File: src/rtl/slfr_pkg.sv
`default_nettype none
// ---------------------------------------------------------------------------
// slfr_pkg
// Shared types and constants for the serial line frame receiver: buffer
// geometry, operation codes, line control characters and item structs.
// ---------------------------------------------------------------------------
package slfr_pkg;

    // frame buffer geometry
    localparam int BUFFER_DEPTH = 128;
    localparam int ADDR_W       = (BUFFER_DEPTH > 1) ? $clog2(BUFFER_DEPTH) : 1;
    localparam int COUNT_W      = 8;
    localparam int DATA_W       = 8;
    localparam int INDEX_W      = 7;

    localparam logic [COUNT_W-1:0] DEPTH_LIMIT = COUNT_W'(BUFFER_DEPTH);

    // line control characters
    localparam logic [DATA_W-1:0] ASCII_CR = 8'h0D;
    localparam logic [DATA_W-1:0] ASCII_LF = 8'h0A;

    // result queue geometry
    localparam int RES_FIFO_DEPTH = 3;
    localparam int RES_PTR_W      = 2;
    localparam int RES_CNT_W      = 2;

    // item operation codes
    typedef enum logic [1:0] {
        OP_RX_BYTE = 2'd0,
        OP_READ    = 2'd1,
        OP_RELEASE = 2'd2,
        OP_STATUS  = 2'd3
    } op_t;

    // frame status after one item
    typedef struct packed {
        logic               frame_complete;
        logic               cr_pending;
        logic [COUNT_W-1:0] byte_count;
        logic [COUNT_W-1:0] expected_length;
        logic               frame_error;
        logic               byte_dropped;
    } status_t;

    // buffer write request from the framing logic
    typedef struct packed {
        logic              we;
        logic [ADDR_W-1:0] addr;
        logic [DATA_W-1:0] data;
    } buf_wr_t;

    // one result item as held in the result queue
    typedef struct packed {
        status_t           status;
        logic [DATA_W-1:0] read_data;
    } result_t;

endpackage
`default_nettype wire

File: src/rtl/slfr_ram.sv
`default_nettype none
// ---------------------------------------------------------------------------
// slfr_ram
// Generic single-write, single-read RAM with a registered read port.
// ---------------------------------------------------------------------------
module slfr_ram #(
    parameter int WIDTH = 8,
    parameter int DEPTH = 128
) (
    input  wire logic                                       clk,
    input  wire logic                                       we,
    input  wire logic [((DEPTH > 1) ? $clog2(DEPTH) : 1)-1:0] waddr,
    input  wire logic [WIDTH-1:0]                           wdata,
    input  wire logic                                       re,
    input  wire logic [((DEPTH > 1) ? $clog2(DEPTH) : 1)-1:0] raddr,
    output logic      [WIDTH-1:0]                           rdata
);

    logic [WIDTH-1:0] mem_reg [DEPTH];

    // write port
    always_ff @(posedge clk)
    begin
        if (we)
        begin
            mem_reg[waddr] <= wdata;
        end
    end

    // registered read port
    always_ff @(posedge clk)
    begin
        if (re)
        begin
            rdata <= mem_reg[raddr];
        end
    end

endmodule
`default_nettype wire

File: src/rtl/slfr_frame.sv
`default_nettype none
// ---------------------------------------------------------------------------
// slfr_frame
// Framing state for one accepted item: CR-LF line framing or length-prefixed
// download framing, the buffer write it causes and the resulting status.
// ---------------------------------------------------------------------------
module slfr_frame
    import slfr_pkg::*;
(
    input  wire logic              clk,
    input  wire logic              rst_n,
    input  wire logic              step,
    input  wire logic [1:0]        op,
    input  wire logic [DATA_W-1:0] rx_byte,
    input  wire logic              download_mode,
    output status_t                status,
    output buf_wr_t                buf_wr
);

    logic [COUNT_W-1:0] count_reg, count_next;
    logic               cr_seen_reg, cr_seen_next;
    logic               done_reg, done_next;
    logic [COUNT_W-1:0] announced_reg, announced_next;
    logic [COUNT_W-1:0] count_inc;
    logic               frame_error;
    logic               byte_dropped;

    assign count_inc = count_reg + COUNT_W'(1);

    // next frame state for the item
    always_comb
    begin
        count_next     = count_reg;
        cr_seen_next   = cr_seen_reg;
        done_next      = done_reg;
        announced_next = announced_reg;
        frame_error    = 1'b0;
        byte_dropped   = 1'b0;
        buf_wr.we      = 1'b0;
        buf_wr.addr    = ADDR_W'(count_reg);
        buf_wr.data    = rx_byte;
        if (step)
        begin
            unique case (op_t'(op)) inside
                OP_RX_BYTE:
                begin
                    if (done_reg)
                    begin
                        byte_dropped = 1'b1;
                    end
                    else if (!download_mode)
                    begin
                        // line framing
                        if (cr_seen_reg)
                        begin
                            if (rx_byte == ASCII_LF)
                            begin
                                done_next    = 1'b1;
                                cr_seen_next = 1'b0;
                            end
                            else
                            begin
                                count_next   = '0;
                                cr_seen_next = 1'b0;
                                frame_error  = 1'b1;
                            end
                        end
                        else if (count_reg < DEPTH_LIMIT)
                        begin
                            if (rx_byte == ASCII_CR)
                            begin
                                cr_seen_next = 1'b1;
                            end
                            else
                            begin
                                buf_wr.we  = 1'b1;
                                count_next = count_inc;
                            end
                        end
                        else
                        begin
                            // buffer full: discard
                            count_next   = '0;
                            cr_seen_next = 1'b0;
                            frame_error  = 1'b1;
                        end
                    end
                    else
                    begin
                        // download framing
                        if (announced_reg == '0)
                        begin
                            announced_next = rx_byte;
                        end
                        else
                        begin
                            buf_wr.we  = (count_reg < DEPTH_LIMIT);
                            count_next = count_inc;
                            if (count_inc == announced_reg)
                            begin
                                done_next = 1'b1;
                            end
                        end
                    end
                end
                OP_RELEASE:
                begin
                    count_next     = '0;
                    cr_seen_next   = 1'b0;
                    done_next      = 1'b0;
                    announced_next = '0;
                end
                OP_READ, OP_STATUS:
                begin
                end
                default:
                begin
                end
            endcase
        end
    end

    // status after the item
    always_comb
    begin
        status.frame_complete  = done_next;
        status.cr_pending      = cr_seen_next;
        status.byte_count      = count_next;
        status.expected_length = announced_next;
        status.frame_error     = frame_error;
        status.byte_dropped    = byte_dropped;
    end

    // frame state registers
    always_ff @(posedge clk or negedge rst_n)
    begin
        if (!rst_n)
        begin
            count_reg     <= '0;
            cr_seen_reg   <= 1'b0;
            done_reg      <= 1'b0;
            announced_reg <= '0;
        end
        else
        begin
            count_reg     <= count_next;
            cr_seen_reg   <= cr_seen_next;
            done_reg      <= done_next;
            announced_reg <= announced_next;
        end
    end

endmodule
`default_nettype wire

File: src/rtl/serial_line_frame_receiver.sv
`default_nettype none
// ---------------------------------------------------------------------------
// serial_line_frame_receiver
// Collects received serial bytes into a frame buffer with line or download
// framing, and serves buffer reads and frame release.
// ---------------------------------------------------------------------------
// Takes one item per clock cycle while in_stall is low. Each accepted item
// updates the frame state and writes or reads the 128-byte frame buffer at
// the accepting edge; its result passes the result stage register and then
// the three-entry result queue. in_stall rises only when the queue, with the
// item still at work, is full, so with out_stall low the block runs at full
// rate. The frame buffer is not cleared by reset: only entries written by
// received bytes may be read back. The user must write download_mode through
// cfg_we/cfg_data only while no item is in flight; it is not enforced.
module serial_line_frame_receiver
    import slfr_pkg::*;
(
    input  wire logic               clk,
    input  wire logic               rst_n,
    input  wire logic               cfg_we,
    input  wire logic               cfg_data,
    input  wire logic               in_valid,
    output logic                    in_stall,
    input  wire logic [1:0]         op,
    input  wire logic [DATA_W-1:0]  rx_byte,
    input  wire logic [INDEX_W-1:0] read_index,
    output logic                    out_valid,
    input  wire logic               out_stall,
    output logic                    frame_complete,
    output logic                    cr_pending,
    output logic [COUNT_W-1:0]      byte_count,
    output logic [COUNT_W-1:0]      expected_length,
    output logic                    frame_error,
    output logic                    byte_dropped,
    output logic [DATA_W-1:0]       read_data
);

    logic                 download_mode_reg;
    logic                 accept;
    logic                 rd_en;
    status_t              status;
    buf_wr_t              buf_wr;
    logic [DATA_W-1:0]    ram_q;

    logic                 s1_valid_reg;
    status_t              s1_status_reg;
    logic                 s1_rd_reg;
    result_t              s1_result;

    result_t              fifo_reg [RES_FIFO_DEPTH];
    logic [RES_PTR_W-1:0] wr_ptr_reg, wr_ptr_next;
    logic [RES_PTR_W-1:0] rd_ptr_reg, rd_ptr_next;
    logic [RES_CNT_W-1:0] count_reg, count_next;
    logic                 push;
    logic                 pop;
    result_t              head;

    // mode register
    always_ff @(posedge clk or negedge rst_n)
    begin
        if (!rst_n)
        begin
            download_mode_reg <= 1'b0;
        end
        else if (cfg_we)
        begin
            download_mode_reg <= cfg_data;
        end
    end

    // input handshake: room for the in-flight item must remain in the queue
    assign in_stall = (count_reg == RES_CNT_W'(RES_FIFO_DEPTH))
                   || ((count_reg == RES_CNT_W'(RES_FIFO_DEPTH - 1)) && s1_valid_reg);
    assign accept   = in_valid && !in_stall;
    assign rd_en    = accept && (op_t'(op) == OP_READ);

    // framing state
    slfr_frame u_frame (
        .clk           (clk),
        .rst_n         (rst_n),
        .step          (accept),
        .op            (op),
        .rx_byte       (rx_byte),
        .download_mode (download_mode_reg),
        .status        (status),
        .buf_wr        (buf_wr)
    );

    // frame buffer
    slfr_ram #(
        .WIDTH (DATA_W),
        .DEPTH (BUFFER_DEPTH)
    ) u_buffer (
        .clk   (clk),
        .we    (buf_wr.we),
        .waddr (buf_wr.addr),
        .wdata (buf_wr.data),
        .re    (rd_en),
        .raddr (ADDR_W'(read_index)),
        .rdata (ram_q)
    );

    // result stage, aligned with the buffer read data
    always_ff @(posedge clk or negedge rst_n)
    begin
        if (!rst_n)
        begin
            s1_valid_reg <= 1'b0;
        end
        else
        begin
            s1_valid_reg <= accept;
        end
    end

    always_ff @(posedge clk)
    begin
        if (accept)
        begin
            s1_status_reg <= status;
            s1_rd_reg     <= rd_en && (COUNT_W'(read_index) < DEPTH_LIMIT);
        end
    end

    assign s1_result.status    = s1_status_reg;
    assign s1_result.read_data = s1_rd_reg ? ram_q : '0;

    // result queue control
    assign push = s1_valid_reg;
    assign pop  = out_valid && !out_stall;

    always_comb
    begin
        wr_ptr_next = wr_ptr_reg;
        rd_ptr_next = rd_ptr_reg;
        count_next  = count_reg;
        if (push)
        begin
            wr_ptr_next = (wr_ptr_reg == RES_PTR_W'(RES_FIFO_DEPTH - 1)) ? '0
                        : wr_ptr_reg + RES_PTR_W'(1);
        end
        if (pop)
        begin
            rd_ptr_next = (rd_ptr_reg == RES_PTR_W'(RES_FIFO_DEPTH - 1)) ? '0
                        : rd_ptr_reg + RES_PTR_W'(1);
        end
        if (push && !pop)
        begin
            count_next = count_reg + RES_CNT_W'(1);
        end
        else if (pop && !push)
        begin
            count_next = count_reg - RES_CNT_W'(1);
        end
    end

    always_ff @(posedge clk or negedge rst_n)
    begin
        if (!rst_n)
        begin
            wr_ptr_reg <= '0;
            rd_ptr_reg <= '0;
            count_reg  <= '0;
        end
        else
        begin
            wr_ptr_reg <= wr_ptr_next;
            rd_ptr_reg <= rd_ptr_next;
            count_reg  <= count_next;
        end
    end

    // result queue storage
    always_ff @(posedge clk)
    begin
        if (push)
        begin
            fifo_reg[wr_ptr_reg] <= s1_result;
        end
    end

    // output item
    assign head            = fifo_reg[rd_ptr_reg];
    assign out_valid       = (count_reg != '0);
    assign frame_complete  = head.status.frame_complete;
    assign cr_pending      = head.status.cr_pending;
    assign byte_count      = head.status.byte_count;
    assign expected_length = head.status.expected_length;
    assign frame_error     = head.status.frame_error;
    assign byte_dropped    = head.status.byte_dropped;
    assign read_data       = head.read_data;

endmodule
`default_nettype wire

File: config.mk
export PLATFORM = sky130hd
export DESIGN_NAME = serial_line_frame_receiver
export DESIGN_NICKNAME = d
export VERILOG_FILES = /design/src/rtl/slfr_pkg.sv /design/src/rtl/slfr_ram.sv /design/src/rtl/slfr_frame.sv /design/src/rtl/serial_line_frame_receiver.sv
export SDC_FILE = /design/constraint.sdc
export NUM_CORES = 1
export LEC_CHECK = 0
export BUFFER_PORTS_ARGS = -buffer_cell sky130_fd_sc_hd__buf_2
export CAP_MARGIN = 0
export CORE_ASPECT_RATIO = 0.8
export CORE_MARGIN = 2
export CORE_UTILIZATION = 45
export DETAILED_ROUTE_END_ITERATION = 8
export RECOVER_POWER = 25
export SETUP_SLACK_MARGIN = 0.2
export SLEW_MARGIN = 15
export SYNTH_ARGS = -nofsm -noshare
export SYNTH_HDL_FRONTEND = slang
export SYNTH_SLANG_ARGS = --single-unit
File: constraint.sdc
create_clock -name clk -period 2.96 [get_ports clk]
set_input_delay 0.444 -clock clk [delete_from_list [all_inputs] [get_ports clk]]
set_output_delay 0.444 -clock clk [all_outputs]
set_load 0.01 [all_outputs]
After elaboration in Yosys (flattened, before gate mapping)
Memory sizes are Yosys's and may differ from the RTL's. A register that Yosys moved wholly into a read port is not among the register bits.
Index checks and enable logic that the tools add are counted.

storage, ports and cells
  register bits = 47
  latch bits = 0
  memory bits (writable) = 1108
  bits in read-only memories = 0
  input port bits = 23
  logic and storage cells = 100
  memories kept = 2

cells by class
  add/sub/neg operators = 5
  multipliers = 0
  div/mod/pow operators = 0
  $lt $le $gt $ge = 1
  eq/ne operators = 9
  shifts and indexed selects = 0
  mux-type cells = 50
  bitwise logic cells = 1
  reductions and logical operators = 16

memories
  memory            depth  bits a word  rd ports  clocked after Yosys merged registers in  wr ports  line                              text
  u_buffer.mem_reg  128    8            1         1                                        1         slfr_ram.sv:19                    logic [WIDTH-1:0] mem_reg [DEPTH];
  fifo_reg          3      28           1         0                                        1         serial_line_frame_receiver.sv:50  result_t fifo_reg [RES_FIFO_DEPTH];

operator list
  kind                 number
  $mux 8               13
  $pmux 8 s2           2
  $mux 1               29
  $eq 8x4->1 const B   2
  $eq 2x2->1 const B   5
  $add 8x1->8 const B  1
  $eq 8x8->1           1
  $logic_not 8->1      1
  $lt 8x8->1 const B   1
  $mux 2               4
  $add 2x1->2 const B  3
  $logic_and 1x1->1    6
  $logic_not 1->1      4
  $pmux 1 s2           2
  $reduce_bool 2->1    2
  $reduce_or 3->1      1
  $eq 2x1->1 const B   1
  $logic_not 2->1      1
  $sub 2x1->2 const B  1
  $logic_or 1x1->1     1
  $not 1->1            1

Longest topological paths before layout
  depth after elaboration = 10
  gate-level depth with buffers = 8
  gate-level depth less buffers = 6

Modules after synthesis
From an unflattened synthesis, not the netlist that was laid out.

unflattened totals
  cells, all modules = 2086
  area, all modules = 45658.8 sq um

modules (own cells, without submodules)
  module                      times used  cells each  area each (sq um)  sequential area each (sq um)
  slfr_ram                    1           1635        39745.6            30989.7
  serial_line_frame_receiver  1           239         4166.5             3353.2
  slfr_frame                  1           212         1746.7             450.4

Worst setup path after synthesis
No wires, ideal clock.

  path kind = input port to flip-flop
  start point = in op[0]
  end point = mem u_buffer.mem_reg[108][0] (enable)
  setup time = 0.370 ns
  arrival = 2.757 ns
  required time = 2.590 ns
  path slack = -0.167 ns
  stages = 8
  buffers on the path = 3
  path through = or2_2 clkbuf_1 nor4_4 o2111ai_1 or4b_2 clkbuf_1 buf_2 nor2_1

on the way
  cells in the longest elaborated chain, start to end = 5

ends and longest elaborated chain
  element                           line                              text
  start: declaration                serial_line_frame_receiver.sv:24  input wire logic [1:0] op,
  $logic_not 2->1 (no source line)  -
  $mux 1                            slfr_frame.sv:44                  unique case (op_t'(op)) inside
  $mux 1                            slfr_frame.sv:42                  if (step)
  $mux 1                            slfr_ram.sv:24                    if (we)
  $mux 1 (not written as such)      slfr_ram.sv:26                    mem_reg[waddr] <= wdata;
  end: declaration                  slfr_ram.sv:19

No other way between the ends.

Final worst setup path
  start point = reg u_frame.cr_seen_reg
  end point = mem u_buffer.mem_reg[61][0] (enable)

on the way
  cells in the longest elaborated chain, start to end = 7

ends and longest elaborated chain
  element                       line               text
  start: declaration            slfr_frame.sv:21   logic cr_seen_reg, cr_seen_next;
  start signal: assignment      slfr_frame.sv:147  cr_seen_reg <= cr_seen_next;
  $mux 1                        slfr_frame.sv:54   if (cr_seen_reg)
  $mux 1                        slfr_frame.sv:51   else if (!download_mode)
  $mux 1                        slfr_frame.sv:47   if (done_reg)
  $mux 1                        slfr_frame.sv:44
  $mux 1                        slfr_frame.sv:42
  $mux 1                        slfr_ram.sv:24
  $mux 1 (not written as such)  slfr_ram.sv:26

No other way between the ends.

==> run summary <==
The area added between synthesis and finish came out at 18.9%. Counting the fill cells in the layout gives 7,584. Routability-driven placement finished with a final weighted congestion of 0.875. The total of warnings raised by yosys came out at 0. STA classifies the critical path startpoint as a register. TritonCTS built the clock tree.

The floorplan core area is 0.100 sq mm, and the number of buffer cells added on primary ports is 52. The post-synthesis area per instance is 22.2 sq um, and the post-layout minimum cycle time is 2820 ps. The fraction of registers with async set/reset was 0.0224.

The cell type contributing the most total cell area after synthesis was sky130_fd_sc_hd__edfxtp_1. The chip height was 288 um; the number of placement rows was 104. After detailed routing, the number of remaining DRC violations is 0.

After synthesis, the cell types taking the most area are sky130_fd_sc_hd__edfxtp_1 75%, sky130_fd_sc_hd__mux4_2 17%, sky130_fd_sc_hd__dfrtp_1 1.4%. Entering global routing, the biggest net connects 94 pins. The clock tree synthesis step divided the H-tree into 3 levels. The pre-antenna-repair detailed-routing pass consisted of 8 iterations. Power spread over the standard cell area amounts to 691 mW/mm^2. The library cells used most frequently in the layout, excluding fill and tap cells, are 1,137 x sky130_fd_sc_hd__edfxtp_1, 336 x sky130_fd_sc_hd__mux4_2, 130 x sky130_fd_sc_hd__buf_4. After synthesis the cells add up to 0.0453 sq mm. For this design the static power due to leakage is 0.0168 uW. The violation count after the first detailed-routing iteration was 2,654. Counting every instance in the synthesized netlist gives 2,036. The run gives 0 as the number of setup violations in the final report. The data required time at the worst endpoint came out at 3320 ps. Synthesis produced a netlist with a net count of 2,061. The checks that failed: max-capacitance violations, max-slew violations.

The worst hold margin was 155 ps. The critical path in this run is classified as reg2reg. Across the routed clock network, the largest skew measured is 27.1 ps. Via-per-instance ratio: 5.93. The tightest min-delay check is of the in2reg type. The floorplan die width is 359 um, and the clock latency on the worst-skew pair is 690 ps. The clock passes through at most 3 buffers. The count of nets left with antenna violations once routing finished came out at 0. The tools report the wire length of the first global-routing pass as 158,000 um. The tools report the die area as 0.103 sq mm. The run gives 0.0491 sq mm as the post-placement cell area.

After clock tree synthesis, the clock-pin slew on the worst setup and hold paths is 60 ps. The area share of the leading cell type in the synthesized netlist is 0.754, and the sequential area share after synthesis is 0.768. Setup repair after global routing could not meet its margin everywhere.

Leaving out fill and tap cells, the most frequent cell in the layout is sky130_fd_sc_hd__edfxtp_1. The number of enable flip-flop cells after synthesis is 1,137, and the area occupied by multi-input gates is 0.0109 sq mm. In this run the worst path has a maximum fanout of 8. Global-route usage over all layers: 0.215.

After routing the design area is 0.0538 sq mm. The register with the most flip-flops in the layout has 1,024 of them. The wire length reported by the detailed router is 109,000 um.

The total grt overflow is 0, and the normalized max-slew margin is -0.318. For this design the top-level I/O count stands at 53. The count of vias placed by the detailed router was 22,100. The logs give 11 for the number of antenna violations at the first check in global routing and 22,000 for the via count of the first global-routing pass.

The final max-slew violation count was 261; the number of distinct library cell variants in the gate-level netlist after synthesis was 55. The count of state elements after synthesis works out to 1,163. The run finished, with violations left.

Among all flip-flop cells after synthesis, the most frequent one is sky130_fd_sc_hd__edfxtp_1. The worst supply voltage drop on vdd is 486 uV, and the actual slew at the worst max-slew pin is 1980 ps. Timing would allow up to 354 MHz. The final count of hold timing violations is 0.

The portion of the clock cycle consumed by the worst path in the final layout is 0.954, and the total of max-cap violations is 5. Buffers inserted during clock tree synthesis total 110. The fraction of layout cells with a size suffix above 1 works out to 0.381. In the final routed layout, each cell accounts on average for 29.4 um.

The run gives 0.452 as the effective utilization at floorplan. The kind of capture point of the worst setup path was a register. The tools report the area of all sequential standard cells as 0.0348 sq mm.

The design draws 37,200 uW. Setup total negative slack on the finished layout was measured at 0 ps. The net count of the finished layout is 2,335. The root buffer cell chosen for the clock tree is sky130_fd_sc_hd__clkbuf_16. For the worst setup path, the data arrival time is 3180 ps. The number of clock sinks seen by CTS was 1,163. Summed over all nets, the half-perimeter wirelength after detailed placement is 70,400 um.
[where the power goes]
group	switching, uW	total [uW]	internal [uW]
clock	6050	14100	8040
sequential	321	19000	18700
combinational	2490	4120	1630
[per-stage QoR]
step | worst slack [ps] | std cells | utilization
floorplan | 23.1 | 2036 | -
global placement | -575 | 3488 | 0.490
detailed placement | -581 | 3488 | 0.490
CTS | 129 | 3710 | 0.533
global route | 46.7 | 3726 | 0.537
finish | 137 | 3727 | 0.537
[layer usage]
layer | track usage | routed length [um] | vias up
met2 | 0.316 | 49500 | 970
met3 | 0.0456 | 9190 | 132
met4 | 0.0381 | 1590 | 10
met1 | 0.336 | 49100 | 11900
met5 | 0 | 64 | -
li1 | - | - | 9141
[layout make-up]
cell class	instances	area share
diodes	1	0.0000465
clock buffers	137	0.0555
clock inverters	66	0.0117
inverters	11	0.000767
multi-input cells	747	0.202
flip-flops and latches	1163	0.646
well taps	1325	0.0308
repair buffers	277	0.0532
[logic make-up after synthesis]
kind of cell             synth area share
flip-flops                          0.768
multiplexers                        0.176
AND/OR/NAND/NOR                    0.0262
buffers and inverters              0.0119
AO/OA/AOI/OAI                      0.0133
XOR/XNOR                          0.00351
adder cells (fa/ha/maj)          0.000553
[critical path, stage by stage (launching register included)]
cell and delay, ps:
sky130_fd_sc_hd__dfrtp_1 400, sky130_fd_sc_hd__or2_4 310, sky130_fd_sc_hd__a31oi_4 250, sky130_fd_sc_hd__o2111ai_4 220
sky130_fd_sc_hd__buf_6 190, sky130_fd_sc_hd__or4b_4 540, sky130_fd_sc_hd__buf_12 190, sky130_fd_sc_hd__buf_4 140
sky130_fd_sc_hd__nor2_4 230
[what timing repair did]
item / in CTS / in global routing
buffers inserted: 16 / 16
pin swaps: 18 / 23
endpoints found under the setup margin: 1024 / 817
endpoints found under the hold margin: 27 / 0
hold buffers: 3 / 0
gates resized for setup: 115 / 47
[synth_stat cells, types with 5 or more instances]
master and number:
sky130_fd_sc_hd__a21oi_1 9, sky130_fd_sc_hd__a22o_1 10, sky130_fd_sc_hd__and2_1 10, sky130_fd_sc_hd__buf_1 21
sky130_fd_sc_hd__buf_2 24, sky130_fd_sc_hd__clkbuf_1 63, sky130_fd_sc_hd__dfrtp_1 26, sky130_fd_sc_hd__edfxtp_1 1137
sky130_fd_sc_hd__inv_1 11, sky130_fd_sc_hd__mux2_2 9, sky130_fd_sc_hd__mux2i_1 30, sky130_fd_sc_hd__mux4_2 336
sky130_fd_sc_hd__nand2_1 54, sky130_fd_sc_hd__nand3_1 11, sky130_fd_sc_hd__nor2_1 145, sky130_fd_sc_hd__nor3_1 9
sky130_fd_sc_hd__nor4_1 5, sky130_fd_sc_hd__o21ai_0 35, sky130_fd_sc_hd__or4_1 5, sky130_fd_sc_hd__xnor2_1 10
[path summary, 6_finish.rpt]
path                                                     from                                  to  slack, ps  cells after the start
worst max-delay path            u_frame.cr_seen_reg$_DFF_PN0_   u_buffer.mem_reg[61][0]$_DFFE_PP_        140                      8
worst min-delay path                                out_stall           rd_ptr_reg[1]$_DFFE_PN0P_        150                      4
worst max register to register  u_frame.cr_seen_reg$_DFF_PN0_   u_buffer.mem_reg[61][0]$_DFFE_PP_        140                      8
worst min register to register        s1_result[10]$_DFFE_PP_           fifo_reg[0][10]$_DFFE_PP_        470                      0
max in group asynchronous                               rst_n  u_frame.announced_reg[3]$_DFF_PN0_       1370                      2
min in group asynchronous                               rst_n  u_frame.announced_reg[7]$_DFF_PN0_        680                      2
Note: power is estimated with default switching activity, not from simulation.
